### src/design/isim_ram.sv
// ---------------------------------------------------------------------------
// isim_ram: generic simple dual-port RAM
// One write port, one read port, read data registered.
// ---------------------------------------------------------------------------
module isim_ram #(
	parameter int WIDTH = 8,
	parameter int DEPTH = 16
) (
	input  logic                     clk,
	input  logic                     we,
	input  logic [$clog2(DEPTH)-1:0] waddr,
	input  logic [WIDTH-1:0]         wdata,
	input  logic [$clog2(DEPTH)-1:0] raddr,
	output logic [WIDTH-1:0]         rdata
);

	logic [WIDTH-1:0] mem_q [DEPTH];

	always_ff @(posedge clk) begin
		if (we) begin
			mem_q[waddr] <= wdata;
		end
		rdata <= mem_q[raddr];
	end

endmodule

### config.mk
export PLATFORM = sky130hd
export DESIGN_NAME = isim_ram
export DESIGN_NICKNAME = d
export VERILOG_FILES = /design/src/design/isim_ram.sv
export SDC_FILE = /design/constraint.sdc
export NUM_CORES = 1
export LEC_CHECK = 0
export BUFFER_PORTS_ARGS = -buffer_cell sky130_fd_sc_hd__buf_2
export CAP_MARGIN = 15
export CORE_MARGIN = 2
export CORE_UTILIZATION = 40
export CTS_BUF_LIST = sky130_fd_sc_hd__clkbuf_8
export DETAILED_ROUTE_END_ITERATION = 10
export PLACE_DENSITY = 0.61
export SYNTH_ARGS = -nofsm -noshare
export SYNTH_HDL_FRONTEND = slang
export SYNTH_SLANG_ARGS = --single-unit
### constraint.sdc
create_clock -name clk -period 4 [get_ports clk]
set_input_delay 0.2 -clock clk [delete_from_list [all_inputs] [get_ports clk]]
set_output_delay 0.2 -clock clk [all_outputs]
set_load 0.1 [all_outputs]
==> flow_summary.toml <==
[grt]
overflow = 0
grt_max_degree = 33
grt_pass1_wl_um = 14300
antenna_found_initial = 0
grt_pass1_vias = 2423
track_usage_pct = 14.7

[power]
power_density_nw_per_um2 = 510
seqPwrFrac_pct = 53.6
power.share.clock_pct = 39.5
static-leakage-power_nw = 1.92
swShare_pct = 23.7
ir_drop_uv = 326
p_switching_mw = 0.706
combinationalPowerShare_pct = 6.8
cell_internal_pwr_mw = 2.28

[yosys]
yosys.cell_types.count = 19
ys_ff_latch = 136
avgSynthCellArea_um2 = 22.5
yosysSeqAreaShare_pct = 77.8
syn-instance-count = 229
yosys_warnings = 0
syn_area_um2 = 5150
synth_nets = 247

[critical_path]
required_ps = 4310
r2r_slack_ps = 2630
r2r_start = "mem_q[9][5]"
crit-reg2reg-capture = "rdata[5]"
crit_arrival_ps = 2040
startpoint_type = "input port"
critPathKind = "in2reg"
worstPathMaxFanout = 32
r2r_cells = 3
critPathCaptureType = "flip-flop"

[cells_and_area]
syn_to_final_growth_pct = 13.7
fill_cells = 1052
multi_input_area_um2 = 1060
seqCellArea_um2 = 4000
mostFrequentLayoutCell = "edfxtp_1"
diodes = 0
nets = 284
final_cell_mix = "edfxtp_1 (128), buf_2 (26), mux4_2 (18), clkbuf_8 (17), a22oi_1 (16)"
drive_gt1_share_pct = 28.3

[hold_path]
whs_path_depth = 1
holdPathEnd = "mem_q[7][6]"
hp-class = "in2reg"
hold_path_startpoint = "wdata[6]"

[sta]
period_minus_slack_ps = 1730
hold_viol_final = 0
clock_skew_ps = 12.6
finalSetupTns_ps = 0
setup_violations = 0
slew_headroom_pct = 30.0
fmax_ghz = 0.578
hold_ws_ps = 150
period_share_pct = 43.2
tightest_slew_ps = 1050
final-max-slew-violation-count = 0
rsz0062_at_grt = "false"

[clock_tree]
clk_pin_slew_ps = 90
insertion_delay_ps = 430
htree_levels = 4
post-cts-setup-buffers = 0
root_buffer = "clkbuf_8"
cts.sinks = 136
post_cts_resized = 0
cts_tree = "built"
clockBufferDepth = 2
cts_made_buffers = 17
cts_hold_buf = 0

[floorplanning]
die_h_um = 117
start_util_pct = 41.0
core_area_um2 = 12600
ioPinCount = 26
num_rows = 41
die_width_um = 117
die_area_um2 = 13800

[route]
vias = 2296
totalWireLength_um = 9530
drtIter0Drc = 215
first_pass_iters = 6
via_per_inst = 5.09
wl_per_cell_um = 21.1
drc = 0
ant_nets = 0

[place]
routabilityCongestion = 0.748
port-buffer-count = 25
dpl.hpwl_um = 5690

[status]
outcome = "finished clean"

[flow_run]
maxCapViolCount = 0
==> metrics by stage <==
step | cells | worst slack, ps | instance area [um^2] | util, % | power [mW]
2_1_floorplan | 229 | 2310 | 5150 | - | 1.78
3_3_place_gp | 418 | 1680 | 5420 | 43.1 | 1.84
3_5_place_dp | 419 | 1740 | 5430 | 43.2 | 1.84
4_1_cts | 451 | 2200 | 5850 | 46.6 | 3.02
5_1_grt | 451 | 2110 | 5850 | 46.6 | 3.09
6_report | 451 | 2270 | 5850 | 46.6 | 2.99
==> worst max-delay path by stage <==
stage | from | endpoint | slack (ps) | depth (start not counted)
2_1_floorplan | waddr[2] | mem_q[0][0] | 2310 | 2
3_3_place_gp | waddr[2] | mem_q[0][3] | 1680 | 3
3_5_place_dp | raddr[0] | rdata[5] | 1740 | 4
4_1_cts | raddr[0] | rdata[5] | 2200 | 4
5_1_grt | raddr[0] | rdata[1] | 2110 | 4
6_report | raddr[0] | rdata[3] | 2270 | 4
==> worst max-delay path: stages <==
cell	delay, ps
buf_2	780
mux4_1	670
a22oi_1	290
nand2_1	80
==> synthesized netlist by cell type (all sizes together) <==
library cell	n	area share, %
nand2b	2	0.24
nor3	4	0.39
or3b	1	0.17
dfxtp	8	3.1
mux4	32	15
nand2	9	0.66
a22oi	16	2.3
clkdlybuf4s25	3	0.58
and2b	1	0.15
nand3b	2	0.29
edfxtp	128	75
and2	1	0.12
nand3	1	0.097
buf	7	1.1
nor2b	1	0.12
nor2	13	0.95
==> area by class of cell <==
type	count	share of cell area, %
Clock inverter	15	3.25
Tap cell	172	3.68
Multi-Input combinational cell	83	18.2
Sequential cell	136	68.4
Clock buffer	17	4.00
Timing Repair Buffer	28	2.48
==> registers in the layout, indices dropped and copies added, names as in the netlist <==
| register | count |
|---|---|
| rdata | 8 |
| mem_q | 128 |
==> routing by layer <==
layer	vias to the layer above	global-route usage [%]	share of wire [%]
li1	1048	-	-
met1	1196	18.9	45
met2	44	24.2	52
met3	8	4.18	2.7
met4	0	4.74	0.76
met5	-	0	0
==> power groups by stage <==
stage / registers (mW) / clock network (mW) / logic [mW]
3_5_place_dp: 1.63 / 0 / 0.207
2_1_floorplan: 1.70 / 0 / 0.0809
5_1_grt: 1.60 / 1.27 / 0.218
3_3_place_gp: 1.63 / 0 / 0.204
6_report: 1.60 / 1.18 / 0.204
4_1_cts: 1.60 / 1.21 / 0.208
==> cells by family after synthesis <==
logic type | synth area share (%)
AO/OA/AOI/OAI | 2.33
buffers and inverters | 1.68
flip-flops | 77.8
multiplexers | 15.0
AND/OR/NAND/NOR | 3.18
No activity file was read; power rests on OpenSTA's default activity.
